## config.mk

```make
export PLATFORM = sky130hd
export DESIGN_NAME = dsx2_out
export DESIGN_NICKNAME = d
export VERILOG_FILES = /design/src/sv/dsx2_pkg.sv /design/src/sv/dsx2_out.sv
export SDC_FILE = /design/constraint.sdc
export NUM_CORES = 1
export LEC_CHECK = 0
export ABC_AREA = 1
export BUFFER_PORTS_ARGS = -buffer_cell sky130_fd_sc_hd__buf_4
export CAP_MARGIN = 10
export CORE_UTILIZATION = 49
export CTS_BUF_LIST = sky130_fd_sc_hd__clkbuf_8
export DETAILED_ROUTE_END_ITERATION = 10
export PLACE_DENSITY = 0.79
export SLEW_MARGIN = 5
export SYNTH_ARGS = -nofsm -noshare
export SYNTH_HDL_FRONTEND = slang
export SYNTH_SLANG_ARGS = --single-unit
export TNS_END_PERCENT = 20
```

## constraint.sdc

```tcl
create_clock -name i_clk -period 1.7 [get_ports i_clk]
set_input_delay 0.255 -clock i_clk [delete_from_list [all_inputs] [get_ports i_clk]]
set_output_delay 0.255 -clock i_clk [all_outputs]
set_load 0.1 [all_outputs]
```

## src/sv/dsx2_pkg.sv

```systemverilog
// ----------------------------------------------------------------------------
// dsx2_pkg: shared types and constants for the 2:1 image reducer
// Sizes of the line store, column counter and channel slots.
// ----------------------------------------------------------------------------
package dsx2_pkg;

    localparam int MAX_WIDTH  = 2048;
    localparam int LINE_DEPTH = MAX_WIDTH / 2;
    localparam int COL_W      = $clog2(MAX_WIDTH);
    localparam int ADDR_W     = $clog2(LINE_DEPTH);
    localparam int SW_W       = 12;
    localparam int CNT_W      = COL_W + 1;
    localparam int CMP_W      = (CNT_W > SW_W) ? CNT_W : SW_W;
    localparam int PIX_W      = 8;
    localparam int SLOT_W     = PIX_W + 1;
    localparam int NCH        = 3;
    localparam int WORD_W     = NCH * SLOT_W;
    localparam int CFG_IDX_W  = 2;
    localparam int CFG_DATA_W = SW_W;

    localparam logic [CFG_IDX_W-1:0] REG_SOURCE_WIDTH = 2'd0;
    localparam logic [CFG_IDX_W-1:0] REG_REDUCE_MODE  = 2'd1;

    localparam logic [SW_W-1:0] SOURCE_WIDTH_RESET = 12'd640;
    localparam logic            REDUCE_MODE_RESET  = 1'b1;

    localparam logic MODE_NEAREST = 1'b0;
    localparam logic MODE_AVERAGE = 1'b1;

    // one accepted pixel as seen by the output stage
    typedef struct packed {
        logic                              has_res;
        logic                              mode;
        logic                              line_last;
        logic [NCH-1:0][SLOT_W-1:0]        bot;
    } t_step;

endpackage

```

## src/sv/dsx2_out.sv

```systemverilog
// ----------------------------------------------------------------------------
// dsx2_out: result stage and output register
// Joins the line store read data with the bottom pair sums and holds the
// reduced pixel until the receiver takes it.
// ----------------------------------------------------------------------------
module dsx2_out (
    input  logic                          i_clk,
    input  logic                          i_rst_n,
    input  logic                          i_accept,
    input  dsx2_pkg::t_step               i_step,
    input  logic [dsx2_pkg::WORD_W-1:0]   i_rdata,
    output logic                          o_in_ready,
    output logic                          o_valid,
    input  logic                          i_ready,
    output logic [dsx2_pkg::PIX_W-1:0]    o_out_red,
    output logic [dsx2_pkg::PIX_W-1:0]    o_out_green,
    output logic [dsx2_pkg::PIX_W-1:0]    o_out_blue,
    output logic                          o_line_last
);

    logic                                       r_s1_v;
    dsx2_pkg::t_step                            r_s1;
    logic                                       r_o_v;
    logic [dsx2_pkg::NCH-1:0][dsx2_pkg::PIX_W-1:0] r_pix, n_pix;
    logic                                       r_last;
    logic                                       s1_fire, load;
    logic [dsx2_pkg::SLOT_W-1:0]                s;
    logic [dsx2_pkg::SLOT_W:0]                  sum;

    // read data stays put while a result waits here: no read is issued
    assign load       = r_s1_v & r_s1.has_res & (~r_o_v | i_ready);
    assign s1_fire    = r_s1_v & (~r_s1.has_res | ~r_o_v | i_ready);
    assign o_in_ready = ~r_s1_v | s1_fire;

    always_comb begin
        s   = '0;
        sum = '0;
        for (int ch = 0; ch < dsx2_pkg::NCH; ch++) begin
            s   = i_rdata[ch*dsx2_pkg::SLOT_W +: dsx2_pkg::SLOT_W];
            sum = (dsx2_pkg::SLOT_W + 1)'(s) + (dsx2_pkg::SLOT_W + 1)'(r_s1.bot[ch]);
            if (r_s1.mode == dsx2_pkg::MODE_AVERAGE) begin
                n_pix[ch] = sum[dsx2_pkg::SLOT_W:2];
            end else begin
                n_pix[ch] = s[dsx2_pkg::PIX_W-1:0];
            end
        end
    end

    always_ff @(posedge i_clk) begin
        if (!i_rst_n) begin
            r_s1_v <= 1'b0;
            r_o_v  <= 1'b0;
        end else begin
            if (i_accept) begin
                r_s1_v <= 1'b1;
            end else if (s1_fire) begin
                r_s1_v <= 1'b0;
            end
            if (load) begin
                r_o_v <= 1'b1;
            end else if (i_ready) begin
                r_o_v <= 1'b0;
            end
        end
    end

    always_ff @(posedge i_clk) begin
        if (i_accept) begin
            r_s1 <= i_step;
        end
        if (load) begin
            r_pix  <= n_pix;
            r_last <= r_s1.line_last;
        end
    end

    assign o_valid     = r_o_v;
    assign o_out_red   = r_pix[0];
    assign o_out_green = r_pix[1];
    assign o_out_blue  = r_pix[2];
    assign o_line_last = r_last;

endmodule

```

==> impl_metrics.py, run 1 <==
metrics = {
    "sta": {
        "slew_violations": 0,
        "max-slew-margin-rel_pct": 45.3,
        "final_hold_viol_count": 0,
        "tns_ns": 0,
        "worst_slack_ns": 0.0857,
        "rsz0062_at_grt": "yes",
        "tightest_slew_ns": 0.819,
        "fin_worst_skew_ns": 0.00775,
        "setup_viol": 0,
        "min_period_ns": 1.61,
        "finalCritPeriodShare_pct": 95.0,
        "max_freq_mhz": 619,
    },
    "detailed_routing": {
        "route.detailed.drc": 0,
        "drt-wirelength-per-cell_um": 13.4,
        "dr.first_iter.drc_count": 125,
        "dr_total_vias": 2586,
        "via_per_inst": 5.16,
        "wl_mm": 6.70,
        "ant_nets": 0,
        "first_pass_iters": 4,
    },
    "synthesis": {
        "yosysTopAreaCell": "edfxtp_1",
        "ys_types": 24,
        "syn_inst": 328,
        "synth.area.top_cells": "edfxtp_1 52%, nand2_1 11%, ha_1 9.5%",
        "syn-num-nets": 413,
        "yosys-top-cells-count": "91 x nand2_1, 55 x edfxtp_1, 31 x inv_1",
        "synth_area_sq_um": 3170,
        "ys_seq_elements": 57,
        "ys_warn_count": 0,
        "syn_area_per_cell_sq_um": 9.66,
        "synth_top_area_share_pct": 52.1,
        "synthFlopType": "edfxtp_1",
        "synth-async-reset-ratio_pct": 0,
        "yosysSeqAreaShare_pct": 53.4,
        "yosysMostFrequentCell": "nand2_1",
        "synth_edf_count": 55,
    },
    "clock_network": {
        "cts-hold-fix-buffers": 0,
        "htreeDepth": 3,
        "cts_tree": "built",
        "cts_buffers": 9,
        "cts.path.max_buffers": 2,
        "cts_sinks": 57,
        "path_clk_slew_ns": 0.06,
        "clkLatencyLatePin_ns": 0.32,
        "clockRootBuffer": "clkbuf_8",
    },
    "floorplanning": {
        "die_area_sq_um": 6790,
        "core_sq_um": 6060,
        "ios": 88,
        "start_util_pct": 52.3,
        "fp-row-count": 28,
        "die_x_um": 82.4,
        "fp.dieH_um": 82.4,
    },
    "power": {
        "vdd_drop_max_v": 0.000600,
        "power_density_nw_per_um2": 897,
        "leakage_uw": 0.00187,
    },
    "critical_path": {
        "crit_top_cell": "nand2_1",
        "cp-end-kind": "flop",
        "crit_arrival_ns": 1.68,
        "critPathLaunchType": "flop",
        "cp_slowest_cell": "ha_2",
        "cp_max_fo": 5,
        "cp_cell_sequence": "ha_2, nand2_1, inv_1, nand2_1, nand2_2, nand2_1, nand2_1, nand2_1, nand3_1, nand2_1",
        "critPathMaxStageDelay_ns": 0.40,
        "cp.required_ns": 1.77,
        "critPathKind": "flop to flop",
    },
    "grt": {
        "grt_overflow": 0,
        "grt_pass1_vias": 2587,
        "grt_first_pass_wirelength_mm": 10.7,
        "antenna_found_initial": 0,
        "grt_max_degree": 32,
        "grt.total_usage_pct": 21.4,
    },
    "run_status": {
        "run_status": "completed",
    },
    "layout": {
        "syn_to_final_growth_pct": 29.8,
        "fillers": 479,
        "nets": 509,
        "drive_gt1_share_pct": 33.6,
        "diodes": 0,
        "stdcell_area_sq_um": 4110,
    },
    "placed_design": {
        "place_ws_ns": 0.0904,
        "place_area_sq_um": 3910,
        "portBuffers": 87,
        "dp_hpwl_mm": 4.89,
        "place_congestion": 0.868,
    },
    "job": {
        "drv_cap": 0,
    },
    "min_path": {
        "hp-class": "input port to flop",
    },
}
[layout by cell type (no fill, tap or decap), types with 4 or more instances in the layout]
cell type / netlist / final
clkinv_1: 1 / 4
nor2_1: 22 / 20
buf_4: 0 / 90
nand2_2: 15 / 17
a21oi_1: 10 / 9
nand2_1: 91 / 89
a21oi_2: 5 / 6
edfxtp_1: 55 / 55
nor2_2: 4 / 5
clkbuf_8: 0 / 9
inv_2: 4 / 4
o21ai_0: 8 / 8
ha_1: 24 / 20
inv_1: 31 / 32
nand3_1: 28 / 27
xnor2_1: 6 / 6
[final cells by class]
cell class	instances	area, sq um	area share, %
sequential	57	1690	41.2
multi-input combinational	230	1380	33.4
timing repair buffer	90	676	16.4
inverter	36	135	3.29
clock buffer	9	124	3.01
tap	75	93.8	2.28
clock inverter	4	15.0	0.365
[critical path: cells and delay by family, from the launching register on]
family                     cells  cell delay (ns)
buffers and inverters          1             0.05
and+or+nand+nor                8             0.55
adders and majority gates      1             0.40
DFF                            1             0.37
[through the flow]
step	hold WS [ns]	utilization, %	instances	power [uW]
after floorplan	0.354	-	328	2440
after global placement	0.403	64.6	487	2690
after detailed placement	0.408	64.6	487	2720
after CTS	0.0948	66.9	500	3680
after global routing	0.0924	67.8	501	3880
final	0.106	67.8	501	3690
[timing repair]
item | CTS | global route
gates resized for setup | 0 | 8
endpoints found under the setup margin | 0 | 7
setup buffers | 0 | 1
[kinds of logic (layout without fill, tap and decap cells)]
group / Yosys count / count (layout) / synth area share [%]
fa+ha+maj: 24 / 24 / 9.48
simple gates: 166 / 166 / 23.1
xor+xnor: 6 / 6 / 1.66
flops: 57 / 57 / 53.4
buf+inv: 41 / 139 / 5.45
compound gates: 34 / 34 / 6.91
[report_power, final]
| part | leakage (uW) | switching, uW | internal (uW) |
|---|---|---|---|
| clock network | 0.0000747 | 481 | 483 |
| registers | 0.000541 | 31.8 | 1660 |
| logic | 0.00126 | 652 | 377 |
[metal layers]
metal  vias to the layer above  GRT usage, %  wire length, um
met4                         0          10.0              107
met5                         -             0                0
met1                      1177          23.3             2670
met2                        96          39.0             3470
met3                        17          5.05              451
li1                       1296             -                -
[worst paths after layout]
path	start	end	cells after the start	slack, ns
max	r_s1[21]	o_out_blue[4]	10	0.09
min	i_step[17]	r_s1[17]	1	0.11
max reg2reg	r_s1[21]	o_out_blue[4]	10	0.09
min reg2reg	r_s1[27]	o_line_last	0	0.42
[sequential cells by signal, summed over array words and instances (netlist names)]
name,cells
o_line_last,1
o_out_green,8
o_out_blue,8
r_s1,30
o_valid,1
r_s1_v,1
o_out_red,8
Power figures use the tool's default switching activity.
==> run 2: changes to the inputs <==
--- a/config.mk
+++ b/config.mk
@@ -8,11 +8,10 @@
 export ABC_AREA = 1
 export BUFFER_PORTS_ARGS = -buffer_cell sky130_fd_sc_hd__buf_4
 export CAP_MARGIN = 10
-export CORE_UTILIZATION = 49
+export CORE_UTILIZATION = 25
 export CTS_BUF_LIST = sky130_fd_sc_hd__clkbuf_8
 export DETAILED_ROUTE_END_ITERATION = 10
-export PLACE_DENSITY = 0.79
-export SLEW_MARGIN = 5
+export SLEW_MARGIN = 10
 export SYNTH_ARGS = -nofsm -noshare
 export SYNTH_HDL_FRONTEND = slang
 export SYNTH_SLANG_ARGS = --single-unit
==> run 2 against run 1 <==
Against the previous run: die area rose by 93%; critical path depth fell by 3; non-clock buffer count did not move; register-to-register slack barely moved; utilization fell by 33 points; clock-buffer cell count did not move; setup slack improved by 0.014 ns; critical path type unchanged; largest cell class unchanged; highest routed layer unchanged.
==> impl_metrics.py, run 2 (synthesized netlist as in run 1, its figures left out) <==
metrics = {
    "sta": {
        "slew_violations": 0,
        "final_hold_viol_count": 0,
        "max-slew-margin-rel_pct": 45.6,
        "setup_viol": 0,
        "max_freq_mhz": 625,
        "finalCritPeriodShare_pct": 94.2,
        "whs_ns": 0.0776,
        "tightest_slew_ns": 0.814,
        "rsz0062_at_grt": "yes",
        "min_period_ns": 1.60,
        "fin_worst_skew_ns": 0.00825,
    },
    "detailed_routing": {
        "ant_nets": 0,
        "drt-wirelength-per-cell_um": 12.4,
        "dr_total_vias": 2522,
        "met1Wirelength_mm": 3.00,
        "dr_wl_met3_um": 423,
        "dr.first_iter.drc_count": 61,
        "route.detailed.drc": 0,
        "topRoutingLayerUsed": "met4",
        "via_per_inst": 4.22,
        "first_pass_iters": 4,
        "wl_mm": 7.39,
        "dr_wl_met2_mm": 3.76,
    },
    "grt": {
        "grt_overflow": 0,
        "grt_pass1_vias": 2597,
        "grt_first_pass_wirelength_mm": 12.0,
        "antenna_found_initial": 0,
        "grt.total_usage_pct": 12.2,
        "grt_max_degree": 32,
    },
    "critical_path": {
        "rr_worst_depth": 7,
        "cp_slowest_cell": "edfxtp_1",
        "path_delay_family": "simple AND/OR/NAND/NOR gates",
        "cp.required_ns": 1.80,
        "crit_buf_inv": 0,
        "cp_max_fo": 4,
        "cp-end-kind": "flop",
        "r2r_end": "o_out_red[5]",
        "crit_arrival_ns": 1.70,
        "critPathLaunchType": "flop",
        "r2r_setup_slack_ns": 0.1,
        "critPathMaxStageDelay_ns": 0.37,
        "reg2reg_from": "r_s1[2]",
        "cp_cell_sequence": "ha_1, a21oi_1, nand2_2, nand2_2, nand3_1, nand3_1, nand2_1",
        "critPathKind": "flop to flop",
    },
    "clock_network": {
        "cts_resized": 0,
        "htreeDepth": 3,
        "clkLatencyLatePin_ns": 0.35,
        "cts.path.max_buffers": 2,
        "clockRootBuffer": "clkbuf_8",
        "cts_tree": "built",
        "cts-hold-fix-buffers": 0,
        "cts_buffers": 9,
        "post-cts-setup-buffers": 0,
        "path_clk_slew_ns": 0.07,
        "cts_sinks": 57,
    },
    "run_status": {
        "run_status": "completed",
    },
    "power": {
        "power.total_uw": 3770,
        "leakage_uw": 0.00188,
        "vdd_drop_max_v": 0.000289,
        "power_density_nw_per_um2": 889,
    },
    "layout": {
        "largest-register": "r_s1",
        "drive_gt1_share_pct": 33.3,
        "diodes": 0,
        "nets": 509,
        "final_util_pct": 34.9,
        "final_cell_mix": "90 x nand2_1, 90 x buf_4, 55 x edfxtp_1",
        "largest_reg_flops": 30,
        "syn_to_final_growth_pct": 34.0,
    },
    "floorplanning": {
        "die_area_sq_um": 13100,
        "die_x_um": 115,
        "fp.dieH_um": 115,
        "start_util_pct": 26.0,
        "ios": 88,
        "fp-row-count": 40,
        "core_sq_um": 12200,
    },
    "min_path": {
        "hp-class": "input port to flop",
        "min_from": "i_step[24]",
        "hold_path_end": "r_s1[24]",
        "holdPathStages": 1,
    },
    "placed_design": {
        "place_congestion": 0.841,
        "dp_hpwl_mm": 5.61,
        "portBuffers": 87,
    },
    "job": {
        "drv_cap": 0,
    },
}
==> run 2: area by class of cell <==
type / instances / area [sq um]
Clock buffer: 9 / 124
Clock inverter: 7 / 28.8
Fill cell: 1235 / 7920
Inverter: 36 / 135
Multi-Input combinational cell: 230 / 1380
Sequential cell: 57 / 1690
Tap cell: 168 / 210
Timing Repair Buffer: 90 / 676
==> run 2: power breakdown <==
part	switching (uW)	total [uW]	internal [uW]
clock	554	1050	497
sequential	33.2	1690	1660
combinational	650	1030	377
total	1240	3770	2540
==> run 2: worst register-to-register path, cell delays in order, from the launching register on <==
cell      delay (ns)
edfxtp_1        0.37
ha_1            0.34
a21oi_1         0.20
nand2_2         0.11
nand2_2         0.09
nand3_1         0.08
nand3_1         0.09
nand2_1         0.07
==> run 2: how the worst max path moves through the flow <==
stage                     from            end  cells past startpoint
CTS                    o_valid     o_in_ready                      4
detailed placement  i_rdata[4]   o_out_red[5]                      8
global placement    i_rdata[4]   o_out_red[5]                      8
finish                 r_s1[2]   o_out_red[5]                      7
global route          r_s1[22]  o_out_blue[5]                      7
floorplan              o_valid         r_s1_v                      4
==> run 2: routing by layer <==
layer  up-vias  GRT usage (%)
li1       1306              -
met1      1137           13.3
met2        59           20.6
met3        20           3.39
met4         0           8.40
met5         -              0
==> run 2: stage by stage <==
| stage | instance area (sq um) | std cells | setup TNS, ns | setup WS [ns] |
|---|---|---|---|---|
| 3_3_place_gp | 4040 | 581 | 0 | 0.109 |
| 5_1_grt | 4250 | 597 | -0.0105 | -0.0105 |
| 4_1_cts | 4190 | 597 | 0 | 0.0460 |
| 6_report | 4250 | 597 | 0 | 0.0994 |
| 2_1_floorplan | 3190 | 328 | 0 | 0.0269 |
| 3_5_place_dp | 4040 | 581 | 0 | 0.0566 |
==> run 3: changes to the inputs <==
--- a/config.mk
+++ b/config.mk
@@ -5,12 +5,12 @@
 export SDC_FILE = /design/constraint.sdc
 export NUM_CORES = 1
 export LEC_CHECK = 0
-export ABC_AREA = 1
 export BUFFER_PORTS_ARGS = -buffer_cell sky130_fd_sc_hd__buf_4
 export CAP_MARGIN = 10
 export CORE_UTILIZATION = 25
 export CTS_BUF_LIST = sky130_fd_sc_hd__clkbuf_8
 export DETAILED_ROUTE_END_ITERATION = 10
+export REMOVE_ABC_BUFFERS = 1
 export SLEW_MARGIN = 10
 export SYNTH_ARGS = -nofsm -noshare
 export SYNTH_HDL_FRONTEND = slang
==> run 3 against run 2 <==
Against the previous run: the run now ends with negative setup slack left; utilization increased by 4.3 points; wire length decreased by 7.2%; total power increased by 8.5%; first-iteration DRC count decreased by 26%; global-route usage decreased by 0.24 points; via count decreased by 11%; combinational power increased by 8%; area after synthesis decreased by 8.8%; final cell count decreased by 17%; clock power increased by 22%; highest routed layer unchanged.
==> impl_metrics.py, run 3 <==
metrics = {
    "layout": {
        "largest-register": "r_s1",
        "syn_to_final_growth_pct": 49.8,
        "fillers": 1091,
        "nets": 437,
        "multi_input_area_sq_um": 1330,
        "diodes": 0,
        "drive_gt1_share_pct": 47.9,
        "seqCellArea_sq_um": 1690,
        "largest_reg_flops": 30,
        "final_cell_mix": "119 x buf_4, 55 x edfxtp_1, 18 x ha_1",
        "final_common_cell": "buf_4",
        "final_util_pct": 39.2,
    },
    "floorplanning": {
        "core_sq_um": 11000,
        "fp-row-count": 38,
        "start_util_pct": 26.2,
        "die_x_um": 110,
        "fp.dieH_um": 110,
        "ios": 88,
        "die_area_sq_um": 12000,
    },
    "critical_path": {
        "cp_max_fo": 3,
        "crit_arrival_ns": 1.97,
        "r2r_end": "o_out_red[6]",
        "r2r_setup_slack_ns": -0.20,
        "cp-end-kind": "flop",
        "cp_slowest_cell": "edfxtp_1",
        "reg2reg_from": "r_s1[1]",
        "critPathMaxStageDelay_ns": 0.41,
        "cp_cell_sequence": "ha_4, a31oi_4, a22oi_2, a31o_2, xor2_1, mux2_2",
        "crit_cells": 6,
        "rr_worst_depth": 6,
        "crit_buf_inv": 0,
        "critPathKind": "flop to flop",
        "critPathLaunchType": "flop",
        "path_delay_family": "compound AO/OA/AOI/OAI gates",
        "cp.required_ns": 1.77,
    },
    "detailed_routing": {
        "via_per_inst": 4.53,
        "dr.first_iter.drc_count": 45,
        "first_pass_iters": 4,
        "ant_nets": 0,
        "route.detailed.drc": 0,
        "wl_mm": 6.86,
        "drt-wirelength-per-cell_um": 13.8,
        "dr_total_vias": 2253,
    },
    "synthesis": {
        "ys_types": 44,
        "syn_inst": 227,
        "yosysMostFrequentCell": "edfxtp_1",
        "yosys-top-cells-count": "55 x edfxtp_1, 24 x ha_1, 16 x a21oi_1",
        "yosysTopAreaCell": "edfxtp_1",
        "synth.area.top_cells": "edfxtp_1 57%, ha_1 10%, a21oi_1 2.8%",
        "yosysSeqAreaShare_pct": 58.5,
        "synthFlopType": "edfxtp_1",
        "syn_area_per_cell_sq_um": 12.7,
        "synth_edf_count": 55,
        "ys_seq_elements": 57,
        "ys_warn_count": 0,
        "synth-async-reset-ratio_pct": 0,
        "synth_top_area_share_pct": 57.1,
        "synth_area_sq_um": 2890,
    },
    "clock_network": {
        "htreeDepth": 3,
        "cts_tree": "built",
        "cts.path.max_buffers": 2,
        "clockRootBuffer": "clkbuf_8",
        "cts_buffers": 9,
        "cts_sinks": 57,
        "cts-hold-fix-buffers": 0,
        "clkLatencyLatePin_ns": 0.33,
        "path_clk_slew_ns": 0.07,
    },
    "sta": {
        "rsz0062_at_grt": "yes",
        "worst_slack_ns": -0.199,
        "max-slew-margin-rel_pct": 72.3,
        "slew_violations": 0,
        "finalCritPeriodShare_pct": 112,
        "min_period_ns": 1.90,
        "setup_viol": 16,
        "tightest_slew_ns": 0.415,
        "final_hold_viol_count": 0,
        "whs_ns": 0.0982,
        "max_freq_mhz": 527,
        "fin_worst_skew_ns": 0.0117,
        "tns_ns": -1.53,
    },
    "grt": {
        "grt_max_degree": 32,
        "antenna_found_initial": 0,
        "grt_overflow": 0,
        "grt_first_pass_wirelength_mm": 10.7,
        "grt.total_usage_pct": 12.0,
        "grt_pass1_vias": 2255,
    },
    "placed_design": {
        "dp_hpwl_mm": 5.16,
        "place_congestion": 0.784,
        "portBuffers": 87,
        "place_ws_ns": -0.373,
    },
    "power": {
        "power.total_uw": 4090,
        "vdd_drop_max_v": 0.000342,
        "power_density_nw_per_um2": 946,
        "leakage_uw": 0.00178,
    },
    "min_path": {
        "holdPathStages": 1,
        "hold_path_end": "r_s1[10]",
        "hp-class": "input port to flop",
        "min_from": "i_step[10]",
    },
    "run_status": {
        "run_status": "finished, violations left",
        "violations": "negative setup slack",
    },
    "job": {
        "drv_cap": 0,
    },
}
## run 3: power breakdown
part	switching [uW]	leakage [uW]	internal, uW	total [uW]
registers	32.9	0.000540	1660	1700
logic	608	0.00113	507	1110
clock network	541	0.000112	742	1280
total	1180	0.00178	2910	4090
## run 3: logic make-up after synthesis
group / after synthesis / synth area share, %
AOI/OAI and AO/OA: 58 / 13.7
DFF: 57 / 58.5
and+or+nand+nor: 52 / 8.74
adders and majority gates: 24 / 10.4
buffers and inverters: 17 / 2.21
xor gates and xnor gates: 10 / 3.03
muxes: 9 / 3.42
## run 3: layout make-up
cell class,instances,share of cell area (%)
Timing Repair Buffer,119,20.6
Sequential cell,57,39.1
Clock buffer,11,3.50
Multi-Input combinational cell,153,30.6
Inverter,12,1.04
Clock inverter,5,1.10
Tap cell,140,4.05
## run 3: per-layer routing
layer	GRT usage [%]	wire length (um)
met1	14.0	2890
met5	0	0
met2	20.5	3520
met3	3.79	352
met4	4.48	102
## run 3: worst max-delay path by stage
stage,startpoint,end
2_1_floorplan,o_valid,r_s1_v
3_3_place_gp,i_rdata[1],o_out_red[6]
3_5_place_dp,i_rdata[1],o_out_red[6]
4_1_cts,r_s1[12],o_out_green[3]
5_1_grt,r_s1[11],o_out_green[6]
6_report,r_s1[1],o_out_red[6]
## run 3: per-stage QoR
| stage | cells | area, sq um |
|---|---|---|
| 2_1_floorplan | 222 | 2870 |
| 3_3_place_gp | 479 | 3930 |
| 3_5_place_dp | 479 | 3930 |
| 4_1_cts | 496 | 4260 |
| 5_1_grt | 497 | 4330 |
| 6_report | 497 | 4330 |
## run 3: what timing repair did
item | in CTS | in global routing
buffers inserted | 1 | 1
endpoints found under the setup margin | 18 | 18
resized for setup | 27 | 9
pin swaps | 16 | 8
